`config.mk`:
```
export PLATFORM = sky130hd
export DESIGN_NAME = glyph_bitmap_to_rgb565_expander_unit_flat
export DESIGN_NICKNAME = d
export VERILOG_FILES = /design/src/gbe_pkg.sv /design/src/gbe_in_if.sv /design/src/gbe_out_if.sv /design/src/gbe_front.sv /design/src/gbe_queue.sv /design/src/gbe_back.sv /design/src/glyph_bitmap_to_rgb565_expander_unit.sv /design/src/flat_wrapper.sv
export SDC_FILE = /design/constraint.sdc
export NUM_CORES = 1
export LEC_CHECK = 0
export ABC_AREA = 0
export CAP_MARGIN = 0
export CORE_MARGIN = 2
export CORE_UTILIZATION = 40
export DETAILED_ROUTE_END_ITERATION = 8
export DONT_BUFFER_PORTS = 1
export MAX_ROUTING_LAYER = met4
export PLACE_DENSITY_LB_ADDON = 0.15
export SYNTH_ARGS = -nofsm -noshare
export SYNTH_HDL_FRONTEND = slang
export SYNTH_SLANG_ARGS = --single-unit
```
`constraint.sdc`:
```
create_clock -name clk -period 3.45 [get_ports clk]
set_clock_uncertainty 0.1 [all_clocks]
set_input_delay 0.69 -clock clk [delete_from_list [all_inputs] [get_ports clk]]
set_output_delay 0.69 -clock clk [all_outputs]
set_load 0.02 [all_outputs]
```
`src/gbe_pkg.sv`:
```
`default_nettype none

package gbe_pkg;

    localparam int PIXEL_W     = 16;
    localparam int BYTE_W      = 8;
    localparam int FMT_W       = 2;
    localparam int LOAD_CNT_W  = 7;
    localparam int GROUP_CNT_W = 8;
    localparam int BANK_COUNT  = 4;
    localparam int BANK_DEPTH  = 16;
    localparam int BANK_SEL_W  = $clog2(BANK_COUNT);
    localparam int BANK_ADDR_W = $clog2(BANK_DEPTH);
    localparam int BIT_SEL_W   = $clog2(BYTE_W);
    localparam int QUEUE_DEPTH = 4;
    localparam int QUEUE_PTR_W = $clog2(QUEUE_DEPTH);
    localparam int QUEUE_CNT_W = QUEUE_PTR_W + 1;
    localparam int REG_INDEX_W = 2;

    localparam logic [FMT_W-1:0] FMT_8X16  = 2'd0;
    localparam logic [FMT_W-1:0] FMT_16X16 = 2'd1;
    localparam logic [FMT_W-1:0] FMT_16X32 = 2'd2;

    localparam logic CMD_LOAD = 1'b0;
    localparam logic CMD_PULL = 1'b1;

    localparam logic [REG_INDEX_W-1:0] REG_GLYPH_FORMAT = 2'd0;
    localparam logic [REG_INDEX_W-1:0] REG_FG_COLOR     = 2'd1;
    localparam logic [REG_INDEX_W-1:0] REG_BACK_COLOR   = 2'd2;

    localparam logic [PIXEL_W-1:0] FG_COLOR_RESET   = 16'hFFFF;
    localparam logic [PIXEL_W-1:0] BACK_COLOR_RESET = 16'h0000;

    localparam logic [LOAD_CNT_W-1:0]  MAX_GLYPH_BYTES  = 7'd64;
    localparam logic [GROUP_CNT_W-1:0] MAX_GLYPH_GROUPS = 8'd128;

    // One queued operation: a byte write into one bank or a four-pixel read.
    typedef struct packed {
        logic                   is_pull;
        logic                   not_ready;
        logic                   last;
        logic [BANK_SEL_W-1:0]  bank;
        logic [BANK_ADDR_W-1:0] addr;
        logic [BIT_SEL_W-1:0]   bit_sel;
        logic [BYTE_W-1:0]      data;
    } job_t;

    function automatic logic [LOAD_CNT_W-1:0] total_bytes(input logic [FMT_W-1:0] fmt);
        logic [LOAD_CNT_W-1:0] res;
        case (fmt)
            FMT_8X16:  res = 7'd16;
            FMT_16X16: res = 7'd32;
            default:   res = 7'd64;
        endcase
        return res;
    endfunction

    function automatic logic [GROUP_CNT_W-1:0] total_groups(input logic [FMT_W-1:0] fmt);
        logic [GROUP_CNT_W-1:0] res;
        case (fmt)
            FMT_8X16:  res = 8'd32;
            FMT_16X16: res = 8'd64;
            default:   res = 8'd128;
        endcase
        return res;
    endfunction

endpackage

`default_nettype wire

```
`src/gbe_in_if.sv`:
```
`default_nettype none

interface gbe_in_if;
    import gbe_pkg::*;

    logic              valid;
    logic              ready;
    logic              cmd;
    logic [BYTE_W-1:0] glyph_byte;

    modport source (output valid, output cmd, output glyph_byte, input ready);
    modport sink   (input valid, input cmd, input glyph_byte, output ready);
endinterface

`default_nettype wire

```
`src/gbe_out_if.sv`:
```
`default_nettype none

interface gbe_out_if;
    import gbe_pkg::*;

    logic               valid;
    logic               ready;
    logic [PIXEL_W-1:0] pixel_0;
    logic [PIXEL_W-1:0] pixel_1;
    logic [PIXEL_W-1:0] pixel_2;
    logic [PIXEL_W-1:0] pixel_3;
    logic               group_last;
    logic               not_ready;

    modport source (output valid, output pixel_0, output pixel_1, output pixel_2,
                    output pixel_3, output group_last, output not_ready, input ready);
    modport sink   (input valid, input pixel_0, input pixel_1, input pixel_2,
                    input pixel_3, input group_last, input not_ready, output ready);
endinterface

`default_nettype wire

```
`src/gbe_front.sv`:
```
`default_nettype none

module gbe_front
    import gbe_pkg::*;
(
    input  wire logic             clk,
    input  wire logic             rst_n,
    input  wire logic [FMT_W-1:0] glyph_format,
    gbe_in_if.sink                in_ch,
    output job_t                  push_job,
    output logic                  push_valid,
    input  wire logic             push_ready
);

    logic [LOAD_CNT_W-1:0]  bytes_loaded_reg, bytes_loaded_next;
    logic [GROUP_CNT_W-1:0] groups_pulled_reg, groups_pulled_next;

    logic [LOAD_CNT_W-1:0]  tot_bytes;
    logic [GROUP_CNT_W-1:0] tot_groups;
    logic                   accept;
    logic                   complete;
    logic                   drained;
    logic [LOAD_CNT_W-1:0]  load_idx;
    logic [3:0]             load_col;
    logic [1:0]             load_blk;
    logic [4:0]             pull_row;
    logic [1:0]             pull_quad;

    assign tot_bytes  = total_bytes(glyph_format);
    assign tot_groups = total_groups(glyph_format);
    assign complete   = bytes_loaded_reg >= tot_bytes;
    assign drained    = groups_pulled_reg >= tot_groups;

    assign in_ch.ready = push_ready;
    assign accept      = in_ch.valid && push_ready;
    assign push_valid  = in_ch.valid;

    // A load on a finished glyph starts over at byte zero.
    assign load_idx = complete ? '0 : bytes_loaded_reg;

    always_comb
    begin
        // Every format other than the two 16-row ones lays out 32 rows.
        if (glyph_format inside {FMT_8X16, FMT_16X16})
        begin
            load_col = load_idx[4:1];
            load_blk = {1'b0, load_idx[0]};
        end
        else
        begin
            load_col = load_idx[5:2];
            load_blk = load_idx[1:0];
        end

        if (glyph_format == FMT_8X16)
        begin
            pull_row  = groups_pulled_reg[5:1];
            pull_quad = {1'b0, groups_pulled_reg[0]};
        end
        else
        begin
            pull_row  = groups_pulled_reg[6:2];
            pull_quad = groups_pulled_reg[1:0];
        end
    end

    always_comb
    begin
        push_job           = '0;
        push_job.is_pull   = (in_ch.cmd == CMD_PULL);
        push_job.data      = in_ch.glyph_byte;
        bytes_loaded_next  = bytes_loaded_reg;
        groups_pulled_next = groups_pulled_reg;
        if (in_ch.cmd == CMD_PULL)
        begin
            push_job.not_ready = !complete || drained;
            push_job.last      = !push_job.not_ready &&
                                 ((groups_pulled_reg + 8'd1) == tot_groups);
            push_job.addr      = {pull_quad, pull_row[4:3]};
            push_job.bit_sel   = pull_row[2:0];
            if (accept && !push_job.not_ready)
            begin
                groups_pulled_next = groups_pulled_reg + 8'd1;
            end
        end
        else
        begin
            push_job.bank = load_col[1:0];
            push_job.addr = {load_col[3:2], load_blk};
            if (accept)
            begin
                bytes_loaded_next = load_idx + 7'd1;
                if (complete)
                begin
                    groups_pulled_next = '0;
                end
            end
        end
    end

    always_ff @(posedge clk or negedge rst_n)
    begin
        if (!rst_n)
        begin
            bytes_loaded_reg  <= '0;
            groups_pulled_reg <= '0;
        end
        else
        begin
            bytes_loaded_reg  <= bytes_loaded_next;
            groups_pulled_reg <= groups_pulled_next;
        end
    end

`ifndef SYNTHESIS
    a_bytes_bounded: assert property (@(posedge clk) disable iff (!rst_n)
        bytes_loaded_reg <= MAX_GLYPH_BYTES)
        else $error("byte counter ran past the largest glyph");

    a_groups_bounded: assert property (@(posedge clk) disable iff (!rst_n)
        groups_pulled_reg <= MAX_GLYPH_GROUPS)
        else $error("group counter ran past the largest glyph");
`endif

endmodule

`default_nettype wire

```
`src/gbe_queue.sv`:
```
`default_nettype none

module gbe_queue
    import gbe_pkg::*;
(
    input  wire logic clk,
    input  wire logic rst_n,
    input  wire job_t push_job,
    input  wire logic push_valid,
    output logic      push_ready,
    output job_t      pop_job,
    output logic      pop_valid,
    input  wire logic pop_ready
);

    job_t                   slot_reg [QUEUE_DEPTH];
    logic [QUEUE_PTR_W-1:0] wr_ptr_reg, wr_ptr_next;
    logic [QUEUE_PTR_W-1:0] rd_ptr_reg, rd_ptr_next;
    logic [QUEUE_CNT_W-1:0] count_reg, count_next;
    logic                   push;
    logic                   pop;

    assign push_ready = count_reg != QUEUE_DEPTH[QUEUE_CNT_W-1:0];
    assign pop_valid  = count_reg != '0;
    assign pop_job    = slot_reg[rd_ptr_reg];
    assign push       = push_valid && push_ready;
    assign pop        = pop_valid && pop_ready;

    always_comb
    begin
        wr_ptr_next = push ? wr_ptr_reg + 1'b1 : wr_ptr_reg;
        rd_ptr_next = pop ? rd_ptr_reg + 1'b1 : rd_ptr_reg;
        count_next  = count_reg;
        if (push && !pop)
        begin
            count_next = count_reg + 1'b1;
        end
        else if (pop && !push)
        begin
            count_next = count_reg - 1'b1;
        end
    end

    always_ff @(posedge clk)
    begin
        if (push)
        begin
            slot_reg[wr_ptr_reg] <= push_job;
        end
    end

    always_ff @(posedge clk or negedge rst_n)
    begin
        if (!rst_n)
        begin
            wr_ptr_reg <= '0;
            rd_ptr_reg <= '0;
            count_reg  <= '0;
        end
        else
        begin
            wr_ptr_reg <= wr_ptr_next;
            rd_ptr_reg <= rd_ptr_next;
            count_reg  <= count_next;
        end
    end

`ifndef SYNTHESIS
    a_count_bounded: assert property (@(posedge clk) disable iff (!rst_n)
        count_reg <= QUEUE_DEPTH[QUEUE_CNT_W-1:0])
        else $error("queue count exceeds its depth");

    a_pointer_gap: assert property (@(posedge clk) disable iff (!rst_n)
        (count_reg == '0 || count_reg == QUEUE_DEPTH[QUEUE_CNT_W-1:0]) |->
        (wr_ptr_reg == rd_ptr_reg))
        else $error("queue pointers disagree with the count");
`endif

endmodule

`default_nettype wire

```
`src/gbe_back.sv`:
```
`default_nettype none

module gbe_back
    import gbe_pkg::*;
(
    input  wire logic               clk,
    input  wire logic               rst_n,
    input  wire logic [PIXEL_W-1:0] fg_color,
    input  wire logic [PIXEL_W-1:0] back_color,
    input  wire job_t               job,
    input  wire logic               job_valid,
    output logic                    job_ready,
    gbe_out_if.source               out_ch
);

    // Bank b holds the byte-column slices of every column c with c mod 4 == b,
    // so one group of four adjacent pixels reads one byte from each bank.
    logic [BYTE_W-1:0] bank_mem [BANK_COUNT][BANK_DEPTH];

    logic [BYTE_W-1:0]    rd_reg [BANK_COUNT];
    logic [BIT_SEL_W-1:0] bit_sel_reg;
    logic                 not_ready_reg;
    logic                 last_reg;
    logic                 out_valid_reg, out_valid_next;
    logic                 load_pop;
    logic                 pull_pop;
    logic [BANK_COUNT-1:0] lit;

    assign job_ready = !job.is_pull || !out_valid_reg || out_ch.ready;
    assign load_pop  = job_valid && !job.is_pull;
    assign pull_pop  = job_valid && job.is_pull && job_ready;

    always_ff @(posedge clk)
    begin
        if (load_pop)
        begin
            bank_mem[job.bank][job.addr] <= job.data;
        end
        if (pull_pop)
        begin
            for (int b = 0; b < BANK_COUNT; b++)
            begin
                rd_reg[b] <= bank_mem[b][job.addr];
            end
            bit_sel_reg   <= job.bit_sel;
            not_ready_reg <= job.not_ready;
            last_reg      <= job.last;
        end
    end

    always_comb
    begin
        out_valid_next = out_valid_reg;
        if (pull_pop)
        begin
            out_valid_next = 1'b1;
        end
        else if (out_ch.ready)
        begin
            out_valid_next = 1'b0;
        end
    end

    always_ff @(posedge clk or negedge rst_n)
    begin
        if (!rst_n)
        begin
            out_valid_reg <= 1'b0;
        end
        else
        begin
            out_valid_reg <= out_valid_next;
        end
    end

    always_comb
    begin
        for (int b = 0; b < BANK_COUNT; b++)
        begin
            lit[b] = !not_ready_reg && rd_reg[b][bit_sel_reg];
        end
    end

    assign out_ch.valid      = out_valid_reg;
    assign out_ch.pixel_0    = lit[0] ? fg_color : back_color;
    assign out_ch.pixel_1    = lit[1] ? fg_color : back_color;
    assign out_ch.pixel_2    = lit[2] ? fg_color : back_color;
    assign out_ch.pixel_3    = lit[3] ? fg_color : back_color;
    assign out_ch.group_last = last_reg;
    assign out_ch.not_ready  = not_ready_reg;

endmodule

`default_nettype wire

```
`src/glyph_bitmap_to_rgb565_expander_unit.sv`:
```
// Glyph bitmap expander. Send a glyph as column-major font bytes (cmd 0), then
// issue pulls (cmd 1); each pull returns four RGB565 pixels of the glyph in
// row-major order, set bits in the foreground color and clear bits in the
// background color, with group_last on the final group. A pull before the
// glyph is fully loaded, or after the last group, returns background pixels
// with not_ready set. Loading after a complete glyph starts a new one. The
// block takes one item per clock cycle as long as results are taken: a
// four-entry queue separates command decode from the bitmap banks. A pull's
// result is registered: the transfer writes the queue, and the bank read is
// registered when the pull leaves the queue. Configuration is written through
// cfg_we, cfg_index and cfg_wdata; the user must write it only while the
// block is idle, as the block itself does not enforce this.
`default_nettype none

module glyph_bitmap_to_rgb565_expander_unit
    import gbe_pkg::*;
(
    input  wire logic                   clk,
    input  wire logic                   rst_n,
    input  wire logic                   cfg_we,
    input  wire logic [REG_INDEX_W-1:0] cfg_index,
    input  wire logic [PIXEL_W-1:0]     cfg_wdata,
    gbe_in_if.sink                      in_ch,
    gbe_out_if.source                   out_ch
);

    logic [FMT_W-1:0]   glyph_format_reg;
    logic [PIXEL_W-1:0] fg_color_reg;
    logic [PIXEL_W-1:0] back_color_reg;

    job_t push_job;
    logic push_valid;
    logic push_ready;
    job_t pop_job;
    logic pop_valid;
    logic pop_ready;

    always_ff @(posedge clk or negedge rst_n)
    begin
        if (!rst_n)
        begin
            glyph_format_reg <= FMT_8X16;
            fg_color_reg     <= FG_COLOR_RESET;
            back_color_reg   <= BACK_COLOR_RESET;
        end
        else if (cfg_we)
        begin
            case (cfg_index)
                REG_GLYPH_FORMAT: glyph_format_reg <= cfg_wdata[FMT_W-1:0];
                REG_FG_COLOR:     fg_color_reg     <= cfg_wdata;
                REG_BACK_COLOR:   back_color_reg   <= cfg_wdata;
                default:          ;
            endcase
        end
    end

    gbe_front u_front (
        .clk          (clk),
        .rst_n        (rst_n),
        .glyph_format (glyph_format_reg),
        .in_ch        (in_ch),
        .push_job     (push_job),
        .push_valid   (push_valid),
        .push_ready   (push_ready)
    );

    gbe_queue u_queue (
        .clk        (clk),
        .rst_n      (rst_n),
        .push_job   (push_job),
        .push_valid (push_valid),
        .push_ready (push_ready),
        .pop_job    (pop_job),
        .pop_valid  (pop_valid),
        .pop_ready  (pop_ready)
    );

    gbe_back u_back (
        .clk        (clk),
        .rst_n      (rst_n),
        .fg_color   (fg_color_reg),
        .back_color (back_color_reg),
        .job        (pop_job),
        .job_valid  (pop_valid),
        .job_ready  (pop_ready),
        .out_ch     (out_ch)
    );

endmodule

`default_nettype wire
```
`src/flat_wrapper.sv`:
```
// flat-port wrapper written by rule: the top's interface ports become plain ports
module glyph_bitmap_to_rgb565_expander_unit_flat import gbe_pkg::*;
  (clk, rst_n, cfg_we, cfg_index, cfg_wdata, in_ch_valid, in_ch_cmd, in_ch_glyph_byte, in_ch_ready, out_ch_valid, out_ch_pixel_0, out_ch_pixel_1, out_ch_pixel_2, out_ch_pixel_3, out_ch_group_last, out_ch_not_ready, out_ch_ready);
  gbe_in_if in_ch_i ();
  gbe_out_if out_ch_i ();
  input  wire logic clk;
  input  wire logic rst_n;
  input  wire logic cfg_we;
  input  wire logic [REG_INDEX_W-1:0] cfg_index;
  input  wire logic [PIXEL_W-1:0] cfg_wdata;
  input wire logic [$bits(in_ch_i.valid)-1:0] in_ch_valid;
  input wire logic [$bits(in_ch_i.cmd)-1:0] in_ch_cmd;
  input wire logic [$bits(in_ch_i.glyph_byte)-1:0] in_ch_glyph_byte;
  output wire logic [$bits(in_ch_i.ready)-1:0] in_ch_ready;
  output wire logic [$bits(out_ch_i.valid)-1:0] out_ch_valid;
  output wire logic [$bits(out_ch_i.pixel_0)-1:0] out_ch_pixel_0;
  output wire logic [$bits(out_ch_i.pixel_1)-1:0] out_ch_pixel_1;
  output wire logic [$bits(out_ch_i.pixel_2)-1:0] out_ch_pixel_2;
  output wire logic [$bits(out_ch_i.pixel_3)-1:0] out_ch_pixel_3;
  output wire logic [$bits(out_ch_i.group_last)-1:0] out_ch_group_last;
  output wire logic [$bits(out_ch_i.not_ready)-1:0] out_ch_not_ready;
  input wire logic [$bits(out_ch_i.ready)-1:0] out_ch_ready;
  assign in_ch_i.valid = in_ch_valid;
  assign in_ch_i.cmd = in_ch_cmd;
  assign in_ch_i.glyph_byte = in_ch_glyph_byte;
  assign in_ch_ready = in_ch_i.ready;
  assign out_ch_valid = out_ch_i.valid;
  assign out_ch_pixel_0 = out_ch_i.pixel_0;
  assign out_ch_pixel_1 = out_ch_i.pixel_1;
  assign out_ch_pixel_2 = out_ch_i.pixel_2;
  assign out_ch_pixel_3 = out_ch_i.pixel_3;
  assign out_ch_group_last = out_ch_i.group_last;
  assign out_ch_not_ready = out_ch_i.not_ready;
  assign out_ch_i.ready = out_ch_ready;
  glyph_bitmap_to_rgb565_expander_unit u_core (.clk(clk), .rst_n(rst_n), .cfg_we(cfg_we), .cfg_index(cfg_index), .cfg_wdata(cfg_wdata), .in_ch(in_ch_i), .out_ch(out_ch_i));
endmodule
```
-- Word-level counts from Yosys, hierarchy flattened
Memory sizes are Yosys's and may differ from the RTL's.
Index checks and enable logic that the tools add are counted.
- flip-flop bits (word level): 62
- RAM bits: 624
- bits of input ports: 32
- output and inout port bits: 68
- logic and storage cells: 122
- memories kept: 3
- $add $sub $neg: 6
- $lt $le $gt $ge: 5
- eq/ne operators: 6
- multiplexer cells: 51
- bitwise operators: 2
- reductions and logical operators: 37
- memory list (name ; words ; width ; read ports ; clocked after Yosys merged registers in ; wr ports ; RTL line ; RTL):
    u_core.u_back.bank_mem ; 4 ; 128 ; 4 ; 0 ; 1 ; gbe_back.sv:18 ; logic [BYTE_W-1:0] bank_mem [BANK_COUNT][BANK_DEPTH];
    u_core.u_queue.slot_reg ; 4 ; 20 ; 1 ; 0 ; 1 ; gbe_queue.sv:16 ; job_t slot_reg [QUEUE_DEPTH];
    u_core.u_back.rd_reg ; 4 ; 8 ; 4 ; 0 ; 4 ; gbe_back.sv:20 ; logic [BYTE_W-1:0] rd_reg [BANK_COUNT];
- operators by type and width (cell ; count):
    $bmux 8 s4 ; 4
    $mux 128 ; 1
    $mux 8 ; 13
    $mux 16 ; 4
    $demux 8 s4 ; 1
    $pmux 8 s2 ; 1
    $logic_and 1x1->1 ; 14
    $pmux 7 s2 ; 1
    $bmux 1 s3 ; 4
    $mux 1 ; 11
    $reduce_bool 2->1 ; 5
    $mux 3 ; 3
    $add 8x1->8 const B ; 1
    $eq 8x8->1 ; 1
    $ge 8x8->1 ; 1
    $mux 2 ; 4
    $mux 4 ; 2
    $reduce_and 2->1 ; 4
    $add 7x1->7 const B ; 1
    $ge 7x7->1 ; 1
    $logic_not 1->1 ; 7
    $mux 7 ; 1
    $ge 5x5->1 const B ; 1
    $lt 5x1->1 const B ; 1
    other kinds (15) ; 20

-- Longest topological paths before layout
Gate-level depths: netlist of the first run.
- depth in word-level cells: 9
- depth in mapped cells: 14
- gate-level depth less buffers: 11

-- By module
From an unflattened synthesis of the first run, not the netlist that was laid out.
- cells, all modules: 1355
- area total of the unflattened synthesis: 28283.4 µm²
- by module, submodules not included (module ; times used ; cells each ; area an instance (µm²) ; sequential area each (µm²)):
    gbe_back ; 1 ; 943 ; 21921.0 ; 16510.8
    gbe_queue ; 1 ; 139 ; 3304.4 ; 2577.5
    gbe_front ; 1 ; 200 ; 1659.1 ; 375.4
    glyph_bitmap_to_rgb565_expander_unit ; 1 ; 73 ; 1398.8 ; 870.8

-- Worst setup path before layout of the first run
Ideal clock, no wire load.
- path kind: reg2reg
- start point: register u_core.glyph_format_reg[1]
- end point: register u_core.u_front.bytes_loaded_reg[6]
- setup time: 0.121 ns
- arrival: 2.823 ns
- data required time: 3.229 ns
- path slack: 0.406 ns
- cell stages (with the launch flop): 14
- buffers on the path: 3
- period minus slack after synthesis: 3.044 ns
- cell sequence: dfrtp_1 -> clkbuf_1 -> nor2_1 -> ha_1 -> nand2_1 -> a31oi_1 -> buf_2 -> buf_2 -> nor2_1 -> ha_1 -> and3_1 -> and3_1 -> nor2b_1 -> a22o_1
- longest elaborated chain between the ends: 5
- elaborated cells on any way between the ends: 6
- classes of those cells: 1 x add/sub; 1 x order compare; 1 x eq/ne; 2 x mux; 1 x reduce/logical
- RTL lines (element ; RTL line ; RTL):
    start, declared ; glyph_bitmap_to_rgb565_expander_unit.sv:27 ; logic [FMT_W-1:0] glyph_format_reg;
    start signal, assigned ; glyph_bitmap_to_rgb565_expander_unit.sv:49 ; REG_GLYPH_FORMAT: glyph_format_reg <= cfg_wdata[FMT_W-1:0];
    $eq 2x1->1 or $logic_not 2->1 (tied branches) ; gbe_pkg.sv:50 ; case (fmt)
    $pmux 7 s2 (*) ; gbe_pkg.sv:50 ;
    $ge 7x7->1 (*) ; gbe_front.sv:31 ; assign complete = bytes_loaded_reg >= tot_bytes;
    $mux 7 (*) ; gbe_front.sv:39 ; assign load_idx = complete ? '0 : bytes_loaded_reg;
    $add 7x1->7 (*) ; gbe_front.sv:92 ; bytes_loaded_next = load_idx + 7'd1;
    end signal, assigned ; gbe_front.sv:110 ; bytes_loaded_reg <= bytes_loaded_next;
    end, declared ; gbe_front.sv:15 ; logic [LOAD_CNT_W-1:0] bytes_loaded_reg, bytes_loaded_next;
Every way passes the cells marked *; elsewhere a longest branch is shown, timed or not.
A chain may end at the register's enable or synchronous reset.

-- Final worst setup path of the first run
- start point: register u_core.u_back.bit_sel_reg[0]
- end point: output port out_ch_pixel_2[9]
- longest elaborated chain between the ends: 4
- RTL lines (element ; RTL line ; RTL):
    start, declared ; gbe_back.sv:21 ; logic [BIT_SEL_W-1:0] bit_sel_reg;
    start signal, assigned ; gbe_back.sv:45 ; bit_sel_reg <= job.bit_sel;
    $bmux 1 s3 ; gbe_back.sv:80 ; lit[b] = !not_ready_reg && rd_reg[b][bit_sel_reg];
    $mux 1 (implied by the code) ; gbe_back.sv:80 ;
    $logic_and 1x1->1 ; gbe_back.sv:80 ;
    $mux 16 ; gbe_back.sv:87 ; assign out_ch.pixel_2 = lit[2] ? fg_color : back_color;
    end, declared ; flat_wrapper.sv:18 ; output wire logic [$bits(out_ch_i.pixel_2)-1:0] out_ch_pixel_2;
Every way passes these cells. The select of a mux whose other input is x is not followed.

==> impl_metrics.py, run 1 <==
metrics = {
    "placed_design": {
        "portBuffers": 0,
        "gp_congestion": 0.8016,
        "dp_hpwl_um": 37590,
        "dp_cells": 2659,
        "place_ws_ns": 0.2958,
    },
    "yosys": {
        "synth_top_area_share_pct": 65.00,
        "netlist_area_sq_um": 29060,
        "synth_nets": 1738,
        "seq_area_frac_synth_pct": 69.98,
        "post-synth-top-area-cell": "edfxtp_1",
        "ys.warnings.count": 0,
        "synthTopCellsByArea": "edfxtp_1 65%, mux2i_1 9.1%, mux2_2 4.5%, dfrtp_1 3.5%, mux2_4 2.5%",
        "synth.ff_latch_count": 686,
        "yosysUniqueCellTypes": 56,
        "synth.avg_cell_area_sq_um": 17.18,
        "syn_inst": 1691,
        "async_flop_share_pct": 8.309,
        "synth_flop_cell": "edfxtp_1",
        "synth_edf_count": 629,
    },
    "worst_setup_path": {
        "path_max_fanout": 16,
        "cp.arrival_ns": 2.73,
        "worstPathCellList": "buf_8 -> buf_12 -> buf_12 -> mux4_2 -> mux2i_4 -> nor2_4 -> buf_12 -> mux2_4",
        "r2r_slack_ns": 0.34,
        "slowest_delay_ns": 0.45,
        "start_kind": "flop",
        "cpMaxStageDelayCell": "mux4_2",
        "path_common_cell": "buf_12",
        "cp_top_family": "multiplexers",
        "cp.buffers_inverters": 4,
        "cp.required_ns": 2.66,
        "endpoint_kind": "primary output",
        "crit_type": "reg2out",
    },
    "cts": {
        "numCtsBuffers": 74,
        "clock_tree.root_cell": "clkbuf_16",
        "cts_tree": "built",
        "h-tree-depth": 3,
        "clk_pin_slew_ns": 0.06,
        "clock-sinks": 686,
        "cts_buffer_depth": 3,
        "clk-insertion-delay-late_ns": 0.61,
    },
    "cells_and_area": {
        "drive_gt1_share_pct": 26.05,
        "largest_reg_flops": 512,
        "diodes": 0,
        "final_common_cell": "edfxtp_1",
        "area_growth_pct": 13.76,
        "stdcell_count": 2800,
        "fin_nets": 1843,
        "mostFrequentLayoutCells": "629 x edfxtp_1, 261 x mux2i_1, 113 x mux2_2, 105 x nand2_1, 105 x buf_4",
    },
    "global_routing": {
        "use_met3_pct": 2.667,
        "grt_util_met1_pct": 23.92,
        "antenna_found_initial": 0,
        "grt_max_degree": 134,
        "grt_overflow": 0,
        "grt_use_total_pct": 17.72,
        "grt_pass1_vias": 15140,
        "grt_pass1_wl_um": 96160,
        "grt.busiest_layer": "met2",
        "use_met2_pct": 28.25,
    },
    "routing": {
        "drtIter0Drc": 1117,
        "first_pass_iters": 5,
        "vias": 14730,
        "drcViolationCount": 0,
        "wl_per_cell_um": 22.78,
        "final_antenna_net_count": 0,
        "via_per_inst": 5.260,
        "routed_wl_um": 63780,
    },
    "timing": {
        "setup_violations": 32,
        "fmax_mhz": 284.1,
        "finalHoldViolCount": 0,
        "setup_slack_ns": -0.07027,
        "worstMarginPinSlew_ns": 1.107,
        "slew_viol_final": 0,
        "finalCritPeriodShare_pct": 102.0,
        "fin_crit_ns": 3.520,
        "hold_ws_ns": 0.07666,
        "grt_setup_unrepaired": "yes",
        "slew_headroom_pct": 26.23,
        "tns_ns": -1.445,
    },
    "pwr": {
        "power_density_nw_per_um2": 986.3,
        "p_leak_nw": 11.71,
        "power_mw": 32.60,
        "peakVddDrop_uv": 807.5,
    },
    "floorplanning": {
        "core_area_sq_um": 71730,
        "fp.dieH_um": 273.5,
        "start_util_pct": 40.51,
        "fp.dieArea_sq_um": 74820,
        "rows": 98,
        "die_w_um": 273.5,
        "pin_count": 100,
    },
    "run_status": {
        "run_status": "finished with violations",
        "violations": "setup timing",
    },
    "hold_path": {
        "hp-class": "in2reg",
    },
    "flow_run": {
        "cap_viol_max_count": 0,
    },
}
[per-layer routing]
metal	share of wire (%)	vias up	routed length, um
met5	0	-	0
met4	2.0	0	1262
met3	3.4	87	2152
met2	49	228	31260
met1	46	7630	29110
li1	-	6784	-
[cell usage after synthesis (all sizes together), types with 3 or more instances]
cell,instances
nand2,105
a22o,4
o21ai,14
nor3,6
ha,14
o221ai,3
o22ai,3
xor2,3
nor2,82
inv,19
and3,9
nand2b,4
buf,74
edfxtp,629
clkbuf,18
and2,5
mux4,28
nand3,39
a22oi,32
a21oi,9
mux2i,265
xnor2,6
dfstp,16
dfrtp,41
nor2b,10
mux2,163
o211ai,65
[path summary, 6_finish.rpt]
path	startpoint	endpoint	cells past startpoint
max in group asynchronous	rst_n	u_core.fg_color_reg[15]	2
worst min register to register	u_core.u_queue.count_reg[2]	u_core.u_queue.count_reg[2]	1
worst max register to register	u_core.u_queue.rd_ptr_reg[0]	u_core.u_back.rd_reg[3][0]	6
worst max-delay path	u_core.u_back.bit_sel_reg[0]	out_ch_pixel_2[9]	8
worst min-delay path	in_ch_glyph_byte[2]	u_core.u_queue.slot_reg[2][2]	0
min in group asynchronous	rst_n	u_core.back_color_reg[5]	2
[power breakdown]
group / switching [mW] / leakage [nW] / total [mW] / internal (mW)
logic: 8.23 / 4.24 / 13.0 / 4.81
clock network: 3.06 / 1.09 / 7.42 / 4.36
registers: 0.524 / 6.38 / 12.2 / 11.6
total: 11.8 / 11.7 / 32.6 / 20.8
[layout make-up]
type | count | area [sq um]
timing repair buffer | 121 | 1075
sequential | 686 | 20330
inverter | 19 | 71.32
fill | 6136 | 38670
clock buffer | 96 | 1956
clock inverter | 34 | 286.5
tap | 950 | 1189
multi-input combinational | 894 | 8145
[per-stage QoR]
stage / util [%] / area [sq um]
after global routing: 46.08 / 33060
after CTS: 45.99 / 32990
after global placement: 42.63 / 30580
after floorplan: - / 29060
final: 46.08 / 33060
after detailed placement: 42.63 / 30580
[kinds of logic after synthesis]
logic type               Yosys count  synth area share (%)
XOR/XNOR                           9                0.2713
AO/OA/AOI/OAI                    143                 4.392
flip-flops                       686                 69.98
buffers and inverters            111                 2.282
adder cells (fa/ha/maj)           15                0.6717
AND/OR/NAND/NOR                  271                 4.159
multiplexers                     456                 18.25
[timing repair]
item	in CTS	in global routing
hold buffers	2	0
setup buffers	3	5
gates resized for setup	16	2
gates cloned	1	0
endpoints found under the hold margin	57	0
endpoints found under the setup margin	64	32
pin swaps	0	1
(Power assumes the default switching activity.)
==> inputs of run 2 (changes only) <==
CORE_UTILIZATION = 38   (was 40)
==> run 2 against run 1 <==
Global-route usage is 0.70 points lower. Critical endpoint is now out_ch_pixel_1[2]. The flow now finishes without violations. Cell area hardly changed. Register-to-register slack worse by 0.20 ns. Sequential power hardly changed. Sequential cell count stayed put. First-iteration DRC count is 4.7% higher. Core utilization is 2.5 points lower. Largest power group unchanged. Setup slack better by 0.21 ns. Cell count is 0.61% higher.
==> impl_metrics.py, run 2 (synthesis results as in run 1) <==
metrics = {
    "pwr": {
        "combPwrFrac_pct": 38.9,
        "p_clk_share_pct": 24.0,
        "p_leak_nw": 11.70,
        "power_density_nw_per_um2": 992.6,
        "seqPwrFrac_pct": 37.2,
        "p_sw_mw": 11.99,
        "peakVddDrop_uv": 1230,
        "netSwitchingFraction_pct": 36.54,
        "internal-power_mw": 20.82,
    },
    "floorplanning": {
        "pin_count": 100,
        "fp.dieArea_sq_um": 78700,
        "start_util_pct": 38.33,
        "core_area_sq_um": 75820,
        "die_w_um": 280.5,
        "rows": 101,
        "fp.dieH_um": 280.5,
    },
    "placed_design": {
        "dp_cells": 2678,
        "place_ws_ns": 0.1781,
        "portBuffers": 0,
        "postPlaceCellArea_sq_um": 30550,
        "gp_congestion": 0.7860,
        "dp_hpwl_um": 37960,
    },
    "worst_setup_path": {
        "r2r_slack_ns": 0.14,
        "worstPathCellList": "buf_4 -> mux4_2 -> mux2i_2 -> nor2_4 -> mux2_2",
        "crit_type": "reg2out",
        "start_kind": "flop",
        "cp.buffers_inverters": 1,
        "slowest_delay_ns": 0.46,
        "cp.required_ns": 2.66,
        "cp_top_family": "multiplexers",
        "cp.arrival_ns": 2.52,
        "endpoint_kind": "primary output",
        "path_max_fanout": 16,
        "cpMaxStageDelayCell": "mux2_2",
    },
    "routing": {
        "drcViolationCount": 0,
        "routed_wl_um": 64950,
        "drtIter0Drc": 1169,
        "vias": 14610,
        "first_pass_iters": 5,
        "via_per_inst": 5.187,
        "wl_per_cell_um": 23.06,
        "final_antenna_net_count": 0,
    },
    "timing": {
        "slew_viol_final": 0,
        "fmax_mhz": 302.0,
        "setup_violations": 0,
        "fin_crit_ns": 3.311,
        "setup_slack_ns": 0.1391,
        "tns_ns": 0,
        "hold_ws_ns": 0.07489,
        "finalCritPeriodShare_pct": 95.97,
        "finalHoldViolCount": 0,
        "grt_setup_unrepaired": "no",
        "worstMarginPinSlew_ns": 1.172,
        "slew_headroom_pct": 21.86,
    },
    "cts": {
        "h-tree-depth": 3,
        "clock_tree.root_cell": "clkbuf_16",
        "numCtsBuffers": 75,
        "cts_tree": "built",
        "clock-sinks": 686,
        "clk_pin_slew_ns": 0.06,
        "clk-insertion-delay-late_ns": 0.61,
        "cts_buffer_depth": 3,
    },
    "cells_and_area": {
        "fill_cells": 6672,
        "stdcell_count": 2817,
        "area_growth_pct": 13.74,
        "fin_nets": 1828,
        "drive_gt1_share_pct": 26.16,
        "final_common_cell": "edfxtp_1",
        "largest_reg_flops": 512,
        "final_cell_area_sq_um": 33050,
        "diodes": 0,
        "mostFrequentLayoutCells": "629 x edfxtp_1, 261 x mux2i_1, 115 x mux2_2, 105 x nand2_1, 97 x buf_4",
    },
    "global_routing": {
        "grt_pass1_wl_um": 96460,
        "grt_max_degree": 151,
        "antenna_found_initial": 0,
        "grt_use_total_pct": 17.02,
        "grt_pass1_vias": 14660,
        "grt_overflow": 0,
    },
    "flow_run": {
        "cap_viol_max_count": 0,
    },
    "run_status": {
        "run_status": "completed",
    },
    "hold_path": {
        "hp-class": "in2reg",
    },
}
-- run 2: worst reg2reg max path, delay by kind of cell (launching register included) --
| kind | cells | cell delay (ns) |
|---|---|---|
| mux | 2 | 1.48 |
| simple gates | 1 | 0.17 |
| compound gates | 1 | 0.34 |
| buf+inv | 2 | 0.53 |
| flops | 1 | 0.41 |
-- run 2: cell type report --
class,instances,area (sq um),share of cell area (%)
repair buffers,105,885.9,2.680
clock inverters,33,311.5,0.9426
well taps,978,1224,3.702
inverters,19,71.32,0.2158
flip-flops and latches,686,20330,61.53
clock buffers,102,2103,6.364
multi-input cells,894,8120,24.57
-- run 2: per-layer routing --
metal	track usage, %	share of wire [%]	up-vias
met2	26.21	47	228
met5	-	0	-
li1	-	-	6762
met1	23.49	47	7530
met3	2.923	3.9	91
met4	4.292	2.1	0
-- run 2: final timing paths --
check	from	end	cells after the start
hold / removal	in_ch_glyph_byte[4]	u_core.u_queue.slot_reg[1][4]	0
hold reg to reg	u_core.u_queue.count_reg[2]	u_core.u_queue.count_reg[2]	1
setup reg to reg	u_core.u_queue.rd_ptr_reg[0]	u_core.u_back.rd_reg[2][2]	6
max in group asynchronous	rst_n	u_core.fg_color_reg[4]	2
min in group asynchronous	rst_n	u_core.u_front.groups_pulled_reg[3]	2
setup / recovery	u_core.u_back.bit_sel_reg[0]	out_ch_pixel_1[2]	5
-- run 2: power by group through the flow --
stage | clock network (mW) | registers (mW) | logic [mW]
after floorplan | 0 | 12.1 | 9.22
after global placement | 0 | 12.4 | 12.6
after detailed placement | 0 | 12.4 | 12.8
after CTS | 8.07 | 12.2 | 12.9
after global routing | 8.41 | 12.3 | 13.7
final | 7.86 | 12.2 | 12.7
-- run 2: stage by stage --
| stage | utilization, % | power (mW) |
|---|---|---|
| global placement | 40.29 | 24.99 |
| global route | 43.59 | 34.36 |
| finish | 43.59 | 32.80 |
| floorplan | - | 21.29 |
| CTS | 43.59 | 33.22 |
| detailed placement | 40.29 | 25.16 |
-- run 2: what timing repair did --
item                                    CTS  global route
resized for setup                         8             0
endpoints found under the setup margin   64             0
setup buffers                             2             0
hold buffers                              2             0
hold endpoints to repair                 57             0
==> inputs of run 3 (changes only) <==
--- a/constraint.sdc
+++ b/constraint.sdc
@@ -4,2 +4,2 @@
 set_output_delay 0.69 -clock clk [all_outputs]
-set_load 0.02 [all_outputs]
+set_load 0.005 [all_outputs]
==> run 3 against run 2 <==
Clock power is 5.3% higher. Global-route usage grew 0.21 points. Non-clock buffer count up 9. Highest routed layer unchanged. Sequential share of layout area is 0.41 points lower. Via count is 0.38% higher. First-iteration DRC count rose by 1.6%. Largest cell class unchanged. Maximum frequency up 0.25%.
==> impl_metrics.py, run 3 (synthesis results as in run 1) <==
metrics = {
    "floorplanning": {
        "rows": 101,
        "fp.dieH_um": 280.5,
        "start_util_pct": 38.33,
        "fp.dieArea_sq_um": 78700,
        "core_area_sq_um": 75820,
        "die_w_um": 280.5,
        "pin_count": 100,
    },
    "timing": {
        "tns_ns": 0,
        "setup_violations": 0,
        "finalCritPeriodShare_pct": 95.73,
        "setup_slack_ns": 0.1475,
        "grt_setup_unrepaired": "no",
        "fmax_mhz": 302.8,
        "slew_headroom_pct": 34.32,
        "finalHoldViolCount": 0,
        "worstMarginPinSlew_ns": 0.9852,
        "slew_viol_final": 0,
        "hold_ws_ns": 0.07914,
        "fin_crit_ns": 3.303,
    },
    "worst_setup_path": {
        "start_kind": "flop",
        "path_max_fanout": 16,
        "cp.required_ns": 2.66,
        "crit_type": "reg2out",
        "cpMaxStageDelayCell": "mux4_2",
        "cp_top_family": "multiplexers",
        "worstPathCellList": "buf_12 -> mux4_2 -> mux2i_2 -> nor2_4 -> mux2_2",
        "endpoint_kind": "primary output",
        "cp.arrival_ns": 2.51,
        "cp.buffers_inverters": 1,
        "slowest_delay_ns": 0.51,
    },
    "cells_and_area": {
        "drive_gt1_share_pct": 26.31,
        "mostFrequentLayoutCells": "629 x edfxtp_1, 262 x mux2i_1, 115 x mux2_2, 106 x buf_4, 105 x nand2_1",
        "area_growth_pct": 14.49,
        "diodes": 0,
        "final_cell_area_sq_um": 33270,
        "final_common_cell": "edfxtp_1",
        "largest_reg_flops": 512,
        "fin_nets": 1839,
        "stdcell_count": 2833,
    },
    "routing": {
        "drcViolationCount": 0,
        "routed_wl_um": 65710,
        "final_antenna_net_count": 0,
        "drtIter0Drc": 1188,
        "via_per_inst": 5.177,
        "wl_per_cell_um": 23.20,
        "first_pass_iters": 5,
        "vias": 14670,
    },
    "cts": {
        "clk_pin_slew_ns": 0.06,
        "clock_tree.root_cell": "clkbuf_16",
        "clock-sinks": 686,
        "cts_buffer_depth": 3,
        "h-tree-depth": 3,
        "numCtsBuffers": 77,
        "cts_tree": "built",
        "clk-insertion-delay-late_ns": 0.61,
    },
    "pwr": {
        "peakVddDrop_uv": 1312,
        "p_leak_nw": 11.80,
        "power_density_nw_per_um2": 984.9,
    },
    "global_routing": {
        "grt_overflow": 0,
        "antenna_found_initial": 1,
        "grt_use_total_pct": 17.23,
        "grt_pass1_wl_um": 97790,
        "grt_pass1_vias": 15350,
        "grt_max_degree": 174,
    },
    "flow_run": {
        "cap_viol_max_count": 0,
    },
    "placed_design": {
        "postPlaceCellArea_sq_um": 30610,
        "gp_congestion": 0.7679,
        "portBuffers": 0,
        "dp_cells": 2688,
        "place_ws_ns": 0.1353,
        "dp_hpwl_um": 37820,
    },
    "run_status": {
        "run_status": "completed",
    },
    "hold_path": {
        "hp-class": "in2reg",
    },
}
==> run 3: cell types whose count changed in the layout (fill, tap and decap cells not counted) <==
cell,before,now
clkbuf_8,4,0
clkinv_2,14,8
mux2i_1,261,262
bufinv_16,6,11
clkinv_1,10,20
mux2i_2,4,1
mux2i_4,0,2
buf_4,97,106
buf_16,1,2
clkbuf_1,19,17
clkinvlp_4,2,1
buf_12,6,5
inv_6,1,6
==> run 3: final timing paths <==
path | startpoint | endpoint | depth (start not counted) | slack (ns)
min in group asynchronous | rst_n | u_core.back_color_reg[11] | 2 | 0.51
worst min-delay path | in_ch_glyph_byte[3] | u_core.u_queue.slot_reg[3][3] | 0 | 0.08
worst min register to register | u_core.u_queue.count_reg[2] | u_core.u_queue.count_reg[2] | 1 | 0.39
max in group asynchronous | rst_n | u_core.fg_color_reg[1] | 2 | 2.42
worst max register to register | u_core.u_queue.rd_ptr_reg[0] | u_core.u_back.rd_reg[3][3] | 6 | 0.24
worst max-delay path | u_core.u_back.bit_sel_reg[0] | out_ch_pixel_0[13] | 5 | 0.15
==> run 3: metal layers <==
| layer | global-route usage [%] | routed length (um) |
|---|---|---|
| met2 | 26.96 | 31420 |
| met4 | 4.360 | 1362 |
| met5 | - | 0 |
| met3 | 2.931 | 2494 |
| met1 | 23.45 | 30440 |
==> run 3: area by class of cell <==
| class | count | area [sq um] |
|---|---|---|
| inverters | 19 | 71.32 |
| fillers | 6701 | 42550 |
| repair buffers | 114 | 960.9 |
| clock inverters | 46 | 505.5 |
| clock buffers | 96 | 2041 |
| well taps | 978 | 1224 |
| flip-flops and latches | 686 | 20330 |
| multi-input cells | 894 | 8134 |
==> run 3: timing repair <==
action,4_1_cts,5_1_grt
hold endpoints to repair,57,0
buffers inserted,0,1
gates cloned,0,0
endpoints found under the setup margin,64,18
resized for setup,9,1
hold buffers,2,0
==> run 3: through the flow <==
step                utilization (%)  power, mW
CTS                           43.84      33.18
finish                        43.88      32.77
detailed placement            40.37      24.70
global placement              40.37      24.56
global route                  43.88      34.34
floorplan                         -      20.68
==> run 3: worst reg2reg max path, cell delays in order, from the launching register on <==
cell,delay [ns]
dfrtp_1,0.45
mux4_4,0.49
buf_16,0.65
buf_4,0.60
mux2i_1,0.22
a22oi_1,0.21
nand3_1,0.19
==> run 3: power breakdown <==
group,internal [mW],switching (mW)
combinational,4.54,7.84
clock,5.02,3.26
sequential,11.6,0.470
total,21.2,11.6
